==> src/hw/rtl/sm4_pkg.sv <==
// ----------------------------------------------------------------------------
// SM4 package
// Shared constants, control structs and round-function helpers for the
// SM4 block cipher core.
// ----------------------------------------------------------------------------
`default_nettype none

package sm4_pkg;

  // Number of rounds of the cipher and of the key schedule.
  localparam int unsigned Rounds = 32;
  localparam int unsigned RndW   = $clog2(Rounds);

  // Word width of the cipher state.
  localparam int unsigned WordW  = 32;

  // Register indexes of the configuration port.
  localparam logic CFG_KEY_HIGH = 1'b0;
  localparam logic CFG_KEY_LOW  = 1'b1;

  // System parameter FK.
  localparam logic [WordW-1:0] FK0 = 32'hA3B1BAC6;
  localparam logic [WordW-1:0] FK1 = 32'h56AA3350;
  localparam logic [WordW-1:0] FK2 = 32'h677D9197;
  localparam logic [WordW-1:0] FK3 = 32'hB27022DC;

  // Control of one cell of the state-word chain.
  typedef struct packed {
    logic load;   // take the load value
    logic shift;  // take the neighbor's word
  } word_ctl_t;

  // Control of one cell of the round-key ring.
  typedef struct packed {
    logic shift;  // move one place along the ring
    logic rev;    // take from the lower neighbor instead of the upper one
  } key_ctl_t;

  // SM4 S-box.
  localparam logic [7:0] SBOX [256] = '{
    8'hd6,8'h90,8'he9,8'hfe,8'hcc,8'he1,8'h3d,8'hb7,8'h16,8'hb6,8'h14,8'hc2,8'h28,8'hfb,8'h2c,8'h05,
    8'h2b,8'h67,8'h9a,8'h76,8'h2a,8'hbe,8'h04,8'hc3,8'haa,8'h44,8'h13,8'h26,8'h49,8'h86,8'h06,8'h99,
    8'h9c,8'h42,8'h50,8'hf4,8'h91,8'hef,8'h98,8'h7a,8'h33,8'h54,8'h0b,8'h43,8'hed,8'hcf,8'hac,8'h62,
    8'he4,8'hb3,8'h1c,8'ha9,8'hc9,8'h08,8'he8,8'h95,8'h80,8'hdf,8'h94,8'hfa,8'h75,8'h8f,8'h3f,8'ha6,
    8'h47,8'h07,8'ha7,8'hfc,8'hf3,8'h73,8'h17,8'hba,8'h83,8'h59,8'h3c,8'h19,8'he6,8'h85,8'h4f,8'ha8,
    8'h68,8'h6b,8'h81,8'hb2,8'h71,8'h64,8'hda,8'h8b,8'hf8,8'heb,8'h0f,8'h4b,8'h70,8'h56,8'h9d,8'h35,
    8'h1e,8'h24,8'h0e,8'h5e,8'h63,8'h58,8'hd1,8'ha2,8'h25,8'h22,8'h7c,8'h3b,8'h01,8'h21,8'h78,8'h87,
    8'hd4,8'h00,8'h46,8'h57,8'h9f,8'hd3,8'h27,8'h52,8'h4c,8'h36,8'h02,8'he7,8'ha0,8'hc4,8'hc8,8'h9e,
    8'hea,8'hbf,8'h8a,8'hd2,8'h40,8'hc7,8'h38,8'hb5,8'ha3,8'hf7,8'hf2,8'hce,8'hf9,8'h61,8'h15,8'ha1,
    8'he0,8'hae,8'h5d,8'ha4,8'h9b,8'h34,8'h1a,8'h55,8'had,8'h93,8'h32,8'h30,8'hf5,8'h8c,8'hb1,8'he3,
    8'h1d,8'hf6,8'he2,8'h2e,8'h82,8'h66,8'hca,8'h60,8'hc0,8'h29,8'h23,8'hab,8'h0d,8'h53,8'h4e,8'h6f,
    8'hd5,8'hdb,8'h37,8'h45,8'hde,8'hfd,8'h8e,8'h2f,8'h03,8'hff,8'h6a,8'h72,8'h6d,8'h6c,8'h5b,8'h51,
    8'h8d,8'h1b,8'haf,8'h92,8'hbb,8'hdd,8'hbc,8'h7f,8'h11,8'hd9,8'h5c,8'h41,8'h1f,8'h10,8'h5a,8'hd8,
    8'h0a,8'hc1,8'h31,8'h88,8'ha5,8'hcd,8'h7b,8'hbd,8'h2d,8'h74,8'hd0,8'h12,8'hb8,8'he5,8'hb4,8'hb0,
    8'h89,8'h69,8'h97,8'h4a,8'h0c,8'h96,8'h77,8'h7e,8'h65,8'hb9,8'hf1,8'h09,8'hc5,8'h6e,8'hc6,8'h84,
    8'h18,8'hf0,8'h7d,8'hec,8'h3a,8'hdc,8'h4d,8'h20,8'h79,8'hee,8'h5f,8'h3e,8'hd7,8'hcb,8'h39,8'h48
  };

  // Byte-wise S-box substitution of one word.
  function automatic logic [WordW-1:0] subst(input logic [WordW-1:0] v);
    return {SBOX[v[31:24]], SBOX[v[23:16]], SBOX[v[15:8]], SBOX[v[7:0]]};
  endfunction

  function automatic logic [WordW-1:0] rotl(input logic [WordW-1:0] v, input int unsigned n);
    return (v << n) | (v >> (WordW - n));
  endfunction

  // Data-round transform T: substitution followed by the linear map L.
  function automatic logic [WordW-1:0] t_data(input logic [WordW-1:0] v);
    logic [WordW-1:0] b;
    b = subst(v);
    return b ^ rotl(b, 2) ^ rotl(b, 10) ^ rotl(b, 18) ^ rotl(b, 24);
  endfunction

  // Key-schedule transform T': substitution followed by the linear map L'.
  function automatic logic [WordW-1:0] t_key(input logic [WordW-1:0] v);
    logic [WordW-1:0] b;
    b = subst(v);
    return b ^ rotl(b, 13) ^ rotl(b, 23);
  endfunction

  // Round constant CK: byte j of round i is (4*i + j) * 7 modulo 256.
  function automatic logic [WordW-1:0] ck_word(input logic [RndW-1:0] i);
    logic [WordW-1:0] w;
    logic [7:0]       idx;
    w = '0;
    for (int j = 0; j < 4; j++) begin
      idx = {1'b0, i, 2'(j)};
      w   = {w[WordW-9:0], 8'(idx * 8'd7)};
    end
    return w;
  endfunction

endpackage

`default_nettype wire

==> src/hw/rtl/sm4_word_cell.sv <==
// ----------------------------------------------------------------------------
// SM4 state-word cell
// Holds one 32-bit word of the round state; it loads a fresh word, takes
// the word of its upper neighbor in the chain, or keeps its word.
// ----------------------------------------------------------------------------
`default_nettype none

module sm4_word_cell (
  input  wire logic                           clk_i,
  input  wire sm4_pkg::word_ctl_t             ctl_i,
  input  wire logic [sm4_pkg::WordW-1:0]      load_i,
  input  wire logic [sm4_pkg::WordW-1:0]      next_i,
  output logic      [sm4_pkg::WordW-1:0]      word_o
);

  logic [sm4_pkg::WordW-1:0] word_q;

  // Load has priority over the shift along the chain.
  always_ff @(posedge clk_i) begin
    if (ctl_i.load) begin
      word_q <= load_i;
    end else if (ctl_i.shift) begin
      word_q <= next_i;
    end
  end

  assign word_o = word_q;

endmodule

`default_nettype wire

==> src/hw/rtl/sm4_key_cell.sv <==
// ----------------------------------------------------------------------------
// SM4 round-key cell
// Holds one round key of the key ring; the ring turns in either direction
// so that encryption reads the keys at one end and decryption at the other.
// ----------------------------------------------------------------------------
`default_nettype none

module sm4_key_cell (
  input  wire logic                           clk_i,
  input  wire sm4_pkg::key_ctl_t              ctl_i,
  input  wire logic [sm4_pkg::WordW-1:0]      next_i,
  input  wire logic [sm4_pkg::WordW-1:0]      prev_i,
  output logic      [sm4_pkg::WordW-1:0]      rk_o
);

  logic [sm4_pkg::WordW-1:0] rk_q;

  // Move one place: forward takes the upper neighbor, reverse the lower one.
  always_ff @(posedge clk_i) begin
    if (ctl_i.shift) begin
      rk_q <= ctl_i.rev ? prev_i : next_i;
    end
  end

  assign rk_o = rk_q;

endmodule

`default_nettype wire

==> src/hw/rtl/sm4_round.sv <==
// ----------------------------------------------------------------------------
// SM4 round function
// Computes the new state word X0 ^ T(X1 ^ X2 ^ X3 ^ K), with T for data
// rounds and T' for key-schedule rounds.
// ----------------------------------------------------------------------------
`default_nettype none

module sm4_round (
  input  wire logic                           key_mode_i,
  input  wire logic [sm4_pkg::WordW-1:0]      x0_i,
  input  wire logic [sm4_pkg::WordW-1:0]      x1_i,
  input  wire logic [sm4_pkg::WordW-1:0]      x2_i,
  input  wire logic [sm4_pkg::WordW-1:0]      x3_i,
  input  wire logic [sm4_pkg::WordW-1:0]      rk_i,
  output logic      [sm4_pkg::WordW-1:0]      nx_o
);

  logic [sm4_pkg::WordW-1:0] mix;
  logic [sm4_pkg::WordW-1:0] tout;

  // Mix three words with the round key, then apply the selected transform.
  always_comb begin
    mix  = x1_i ^ x2_i ^ x3_i ^ rk_i;
    tout = key_mode_i ? sm4_pkg::t_key(mix) : sm4_pkg::t_data(mix);
    nx_o = x0_i ^ tout;
  end

endmodule

`default_nettype wire

==> src/hw/rtl/sm4_block_cipher_core.sv <==
// ----------------------------------------------------------------------------
// SM4 block cipher core
// Encrypts or decrypts one 128-bit block with a 128-bit key in 32 rounds.
// ----------------------------------------------------------------------------
// Usage:
// The key is written through the configuration port: index 0 holds key
// words 0 and 1, index 1 holds key words 2 and 3. A key write while busy
// is low marks the round keys stale. Write the key only while busy is low.
// A block transfer takes place at a clock edge with start high and busy
// low; mode_i selects encryption (0) or decryption (1).
// The state is a chain of four word cells fed by one round unit, through
// which the rounds of each block run in turn. The result shows on
// out0_o..out3_o with done_o high for one cycle. The first block after
// reset or after a key write first runs the key schedule through the same
// round unit, filling a ring of 32 round-key cells, before its cipher
// rounds. busy is low in the cycle done_o is high, so a new block can
// follow at once. The results cannot be stalled; the receiver must take
// each one as it appears. Reset clears the key to zero and marks the
// round keys stale.
// ----------------------------------------------------------------------------
`default_nettype none

module sm4_block_cipher_core (
  input  wire logic        clk_i,
  input  wire logic        rst_ni,
  // Block input.
  input  wire logic        start,
  output logic             busy,
  input  wire logic        mode_i,
  input  wire logic [31:0] word0_i,
  input  wire logic [31:0] word1_i,
  input  wire logic [31:0] word2_i,
  input  wire logic [31:0] word3_i,
  // Configuration write port.
  input  wire logic        cfg_we_i,
  input  wire logic        cfg_idx_i,
  input  wire logic [63:0] cfg_wdata_i,
  // Result output.
  output logic             done_o,
  output logic [31:0]      out0_o,
  output logic [31:0]      out1_o,
  output logic [31:0]      out2_o,
  output logic [31:0]      out3_o
);

  localparam int unsigned Rounds = sm4_pkg::Rounds;
  localparam int unsigned RndW   = sm4_pkg::RndW;
  localparam int unsigned WordW  = sm4_pkg::WordW;

  localparam logic [1:0] ST_IDLE   = 2'd0;
  localparam logic [1:0] ST_EXPAND = 2'd1;
  localparam logic [1:0] ST_CIPHER = 2'd2;

  logic [1:0]       state_q, state_d;
  logic [RndW-1:0]  cnt_q, cnt_d;
  logic             keys_ready_q, keys_ready_d;
  logic             done_q, done_d;
  logic [63:0]      key_high_q, key_low_q;
  logic             mode_q;
  logic [WordW-1:0] blk_q [4];
  logic [WordW-1:0] out_q [4];

  logic             accept;
  logic             last_rnd;
  logic             expanding;
  logic [WordW-1:0] x     [4];
  logic [WordW-1:0] xload [4];
  logic [WordW-1:0] rk_ring [Rounds];
  logic [WordW-1:0] rk_sel;
  logic [WordW-1:0] nx;

  sm4_pkg::word_ctl_t word_ctl;
  sm4_pkg::key_ctl_t  key_ctl;

  assign accept    = start && (state_q == ST_IDLE);
  assign last_rnd  = (cnt_q == RndW'(Rounds - 1));
  assign expanding = (state_q == ST_EXPAND);
  assign busy      = (state_q != ST_IDLE);

  // Sequencer: optional key schedule, then the cipher rounds.
  always_comb begin
    state_d      = state_q;
    cnt_d        = cnt_q;
    keys_ready_d = keys_ready_q;
    done_d       = 1'b0;
    word_ctl     = '0;
    key_ctl      = '0;
    for (int k = 0; k < 4; k++) begin
      xload[k] = blk_q[k];
    end
    case (state_q)
      ST_IDLE: begin
        if (cfg_we_i) begin
          keys_ready_d = 1'b0;
        end
        if (accept) begin
          word_ctl.load = 1'b1;
          cnt_d         = '0;
          if (keys_ready_q) begin
            xload   = '{word0_i, word1_i, word2_i, word3_i};
            state_d = ST_CIPHER;
          end else begin
            xload   = '{key_high_q[63:32] ^ sm4_pkg::FK0, key_high_q[31:0] ^ sm4_pkg::FK1,
                        key_low_q[63:32] ^ sm4_pkg::FK2, key_low_q[31:0] ^ sm4_pkg::FK3};
            state_d = ST_EXPAND;
          end
        end
      end
      ST_EXPAND: begin
        word_ctl.shift = 1'b1;
        key_ctl.shift  = 1'b1;
        cnt_d          = cnt_q + 1'b1;
        if (last_rnd) begin
          word_ctl.load = 1'b1;
          keys_ready_d  = 1'b1;
          state_d       = ST_CIPHER;
        end
      end
      ST_CIPHER: begin
        word_ctl.shift = 1'b1;
        key_ctl.shift  = 1'b1;
        key_ctl.rev    = mode_q;
        cnt_d          = cnt_q + 1'b1;
        if (last_rnd) begin
          done_d  = 1'b1;
          state_d = ST_IDLE;
        end
      end
      default: begin
        state_d = ST_IDLE;
      end
    endcase
  end

  // Control registers.
  always_ff @(posedge clk_i or negedge rst_ni) begin
    if (!rst_ni) begin
      state_q      <= ST_IDLE;
      cnt_q        <= '0;
      keys_ready_q <= 1'b0;
      done_q       <= 1'b0;
      key_high_q   <= '0;
      key_low_q    <= '0;
    end else begin
      state_q      <= state_d;
      cnt_q        <= cnt_d;
      keys_ready_q <= keys_ready_d;
      done_q       <= done_d;
      if (cfg_we_i && (cfg_idx_i == sm4_pkg::CFG_KEY_HIGH)) begin
        key_high_q <= cfg_wdata_i;
      end
      if (cfg_we_i && (cfg_idx_i == sm4_pkg::CFG_KEY_LOW)) begin
        key_low_q <= cfg_wdata_i;
      end
    end
  end

  // Block and mode captured on each transfer.
  always_ff @(posedge clk_i) begin
    if (accept) begin
      mode_q <= mode_i;
      blk_q  <= '{word0_i, word1_i, word2_i, word3_i};
    end
  end

  // Round key: the CK constant while expanding, else the ring's read end.
  assign rk_sel = expanding ? sm4_pkg::ck_word(cnt_q)
                            : (mode_q ? rk_ring[Rounds-1] : rk_ring[0]);

  sm4_round u_round (
    .key_mode_i (expanding),
    .x0_i       (x[0]),
    .x1_i       (x[1]),
    .x2_i       (x[2]),
    .x3_i       (x[3]),
    .rk_i       (rk_sel),
    .nx_o       (nx)
  );

  // State-word chain: each cell takes its upper neighbor, the top one the new word.
  for (genvar k = 0; k < 4; k++) begin : g_word
    logic [WordW-1:0] next_w;
    if (k == 3) begin : g_top
      assign next_w = nx;
    end else begin : g_mid
      assign next_w = x[k+1];
    end
    sm4_word_cell u_cell (
      .clk_i  (clk_i),
      .ctl_i  (word_ctl),
      .load_i (xload[k]),
      .next_i (next_w),
      .word_o (x[k])
    );
  end

  // Round-key ring; while expanding, new keys enter at the top end.
  for (genvar k = 0; k < Rounds; k++) begin : g_key
    logic [WordW-1:0] next_k;
    logic [WordW-1:0] prev_k;
    if (k == Rounds - 1) begin : g_top
      assign next_k = expanding ? nx : rk_ring[0];
    end else begin : g_mid
      assign next_k = rk_ring[k+1];
    end
    if (k == 0) begin : g_bot
      assign prev_k = rk_ring[Rounds-1];
    end else begin : g_up
      assign prev_k = rk_ring[k-1];
    end
    sm4_key_cell u_cell (
      .clk_i  (clk_i),
      .ctl_i  (key_ctl),
      .next_i (next_k),
      .prev_i (prev_k),
      .rk_o   (rk_ring[k])
    );
  end

  // Result register: the last four state words in reverse order.
  always_ff @(posedge clk_i) begin
    if (done_d) begin
      out_q <= '{nx, x[3], x[2], x[1]};
    end
  end

  assign done_o = done_q;
  assign out0_o = out_q[0];
  assign out1_o = out_q[1];
  assign out2_o = out_q[2];
  assign out3_o = out_q[3];

endmodule

`default_nettype wire
==> config.mk <==
export PLATFORM = sky130hd
export DESIGN_NAME = sm4_block_cipher_core
export DESIGN_NICKNAME = d
export VERILOG_FILES = /design/src/hw/rtl/sm4_pkg.sv /design/src/hw/rtl/sm4_word_cell.sv /design/src/hw/rtl/sm4_key_cell.sv /design/src/hw/rtl/sm4_round.sv /design/src/hw/rtl/sm4_block_cipher_core.sv
export SDC_FILE = /design/constraint.sdc
export NUM_CORES = 2
export LEC_CHECK = 0
export BUFFER_PORTS_ARGS = -buffer_cell sky130_fd_sc_hd__buf_4
export CAP_MARGIN = 20
export CORE_MARGIN = 3
export CORE_UTILIZATION = 35
export CTS_BUF_LIST = sky130_fd_sc_hd__clkbuf_4 sky130_fd_sc_hd__clkbuf_8
export DETAILED_ROUTE_END_ITERATION = 10
export HOLD_SLACK_MARGIN = 0.03
export PLACE_DENSITY_LB_ADDON = 0.08
export SYNTH_ARGS = -nofsm -noshare
export SYNTH_HDL_FRONTEND = slang
export SYNTH_SLANG_ARGS = --single-unit
export TNS_END_PERCENT = 50
==> constraint.sdc <==
create_clock -name clk_i -period 23.8 [get_ports clk_i]
set_clock_uncertainty 0.2 [all_clocks]
set_input_delay 4.76 -clock clk_i [delete_from_list [all_inputs] [get_ports clk_i]]
set_output_delay 4.76 -clock clk_i [all_outputs]
set_load 0.03 [all_outputs]
==> impl_metrics.toml <==
[floorplanning]
core_sq_um = 231000
io_pins = 328
initial_core_util_pct = 35.4
die_height_microns = 490
dieArea_sq_um = 240000
die_w_microns = 490
row_count = 176

[global_route]
grt_pass1_wl_mm = 436
overflow = 0
grtUsageTotal_pct = 23.9
antenna_found_initial = 39
grt_pass1_vias = 64613
grt_start_max_net_pins = 227

[yosys]
synthAdderAreaFrac_pct = 0.908
yosysSeqAreaShare_pct = 55.9
synth_cell_types = 118
synth_top_family_by_area = "simple AND/OR/NAND/NOR gates"
synthTopCellsByArea = "edfxtp_1 52%, nand2_1 16%, dfrtp_1 4.2%, mux2_2 1.9%, clkbuf_1 1.9%"
yosysWarnings = 0
synth_cells = 8432
ys_top_cells_by_count = "3483 x nand2_1, 1409 x edfxtp_1, 416 x clkbuf_1, 295 x nor2_1, 261 x a21oi_1"
netlist_area_sq_um = 81900
synth_area_leader_cell = "edfxtp_1"
synth_nets = 8685
muxShareOfSynthArea_pct = 3.63
synth_compound_area_share_pct = 12.2
synth_top_area_share_pct = 51.7
synth-simple-area-share_pct = 20.5
synth-seq-cells = 1546
synth_flop_cell = "edfxtp_1"
synth-xor-area-share_pct = 3.30
synthArstFlopShare_pct = 8.86
yosysMostFrequentCell = "nand2_1"
synth.avg_cell_area_sq_um = 9.71
synth_edf_count = 1409

[placed_design]
post_dp_cell_area_sq_um = 87400
dp_hpwl_mm = 196
pre_cts_slack_ns = 15.33
io_buffer_count = 327
place.gp.congestion = 0.944

[flow_run]
drv_cap = 0

[setup_path]
cp.required_ns = 24.43
crit_arrival_ns = 8.60
cpMaxStageDelayCell = "nor4_2"
crit_family = "buffers and inverters"
path_cells = "inv_1 > ha_2 > buf_4 > and2_1 > a21oi_1 > xnor2_4 > buf_4 > inv_1 > buf_4 > nand2_1 > o21ai_0 > a221oi_1 > a211oi_1 > nor4_2 > buf_4 > xnor2_1 > xnor2_1 > o21ai_1 > xnor2_1 > buf_4 > mux2i_1 > o21ai_0"
max_stage_delay_ns = 0.82
crit_top_cell = "buf_4"
path_class = "reg -> reg"
start_kind = "flip-flop"
path_max_fanout = 71
crit_buf_inv = 7
endpoint_kind = "flip-flop"

[cts]
clk_latency_ns = 1.10
numCtsBuffers = 299
post-cts-setup-buffers = 0
cts_buffer_depth = 4
cts_tree = "done"
h-tree-depth = 5
clock_tree.root_cell = "clkbuf_8"
cts.repair.resized = 0
hold_buffers = 0
path_clk_slew_ns = 0.06
cts.sinks = 1546

[timing]
finalHoldViolations = 0
rsz0062_at_grt = "false"
setup_violations = 0
maxSlewViolCount = 0
fmax_mhz = 125
tightest_slew_ns = 1.28
fin_tns_setup_ns = 0
slew_headroom_pct = 14.5
post-route-min-period_ns = 7.97
period_share_pct = 33.5
setup_slack_ns = 15.83

[layout]
nFillCells = 23275
drive_above_1_share_pct = 14.5
nNetsFinal = 8876
postLayoutCellArea_sq_um = 93200
areaGrowthSynthToFinish_pct = 13.8

[detailed_routing]
dr.pass1.iters = 6
viasPerCell = 5.55
wire_per_inst_microns = 24.8
drtAntennaViolNets = 0
drtIter0Drc = 6684
drt_wl_total_mm = 296
route.detailed.drc = 0
route.vias.total = 66332

[hold_path]
hp-class = "reg -> reg"

[run_status]
outcome = "finished, final reports clean"
[worst reg2reg max path: stages, from the launching register on]
cell	delay (ns)
dfrtp_1	0.39
inv_1	0.16
ha_2	0.43
buf_4	0.56
and2_1	0.48
a21oi_1	0.18
xnor2_4	0.21
buf_4	0.47
inv_1	0.13
buf_4	0.39
nand2_1	0.49
o21ai_0	0.17
a221oi_1	0.56
a211oi_1	0.12
nor4_2	0.82
buf_4	0.30
xnor2_1	0.17
xnor2_1	0.15
o21ai_1	0.09
xnor2_1	0.65
buf_4	0.34
mux2i_1	0.13
o21ai_0	0.16
[sequential cells by signal, summed over array words and instances, names as in the netlist, 2 cells and up]
name,flops
blk_q,128
cnt_q,5
g_key.u_cell.rk_o,1024
g_word.u_cell.word_o,128
key_high_q,64
key_low_q,64
out0_o,32
out1_o,32
out2_o,32
out3_o,32
state_q,2
[cell usage in the layout (no fill, tap or decap), drive strengths merged, types with 49 or more instances in the layout]
cell	instances
mux2	143
ha	49
mux2i	105
clkinv	65
xor2	88
nor3	107
nand3	120
o211ai	84
edfxtp	1409
clkbuf	429
o21ai	249
nand2	3486
xnor2	155
nor2b	55
a21oi	262
dfrtp	137
nor2	298
a211oi	163
a31oi	163
buf	516
[area by class of cell]
cell class / instances / area (sq um) / share of cell area [%]
multi-input cells: 6210 / 33600 / 36.0
repair buffers: 517 / 4070 / 4.36
clock buffers: 428 / 5200 / 5.58
diodes: 18 / 45.0 / 0.0483
flip-flops and latches: 1546 / 45700 / 49.1
clock inverters: 73 / 473 / 0.507
well taps: 3115 / 3900 / 4.18
inverters: 49 / 189 / 0.203
[path summary, 6_finish.rpt]
check	end	cells past startpoint	start	slack (ns)
worst max-delay path	g_key[31].u_cell.rk_o[12]	22	state_q[1]	15.83
worst min-delay path	g_key[22].u_cell.rk_o[2]	2	g_key[23].u_cell.rk_o[2]	0.29
worst max register to register	g_key[31].u_cell.rk_o[12]	22	state_q[1]	15.83
worst min register to register	g_key[22].u_cell.rk_o[2]	2	g_key[23].u_cell.rk_o[2]	0.29
max in group asynchronous	key_low_q[44]	2	rst_ni	18.24
min in group asynchronous	key_low_q[62]	1	rst_ni	3.58
[per-stage QoR]
step / std cells / hold slack [ns] / utilization, %
finish: 11956 / 0.291 / 40.3
global route: 11943 / 0.304 / 40.3
CTS: 11930 / 0.287 / 40.2
detailed placement: 11429 / 0.274 / 37.7
global placement: 11423 / 0.265 / 37.7
floorplan: 8432 / 0.252 / -
[kinds of logic (layout without fill, tap and decap cells)]
kind of cell               Yosys count  after routing
AOI/OAI and AO/OA                 1422           1422
DFF                               1546           1546
xor gates and xnor gates           262            262
and+or+nand+nor                   4212           4212
buffers and inverters              676           1067
other                                0             18
muxes                              258            258
adders and majority gates           56             56
[routing by layer]
metal / global-route usage, % / vias up / share of wire (%)
li1: - / 30187 / -
met1: 33.7 / 32878 / 45
met2: 35.3 / 2584 / 43
met3: 5.90 / 641 / 7.9
met4: 9.44 / 42 / 4.1
met5: 0 / - / 0.093
Power is not shown: default switching activity piles up to over one toggle a cycle in this logic, so the estimate is an artifact.
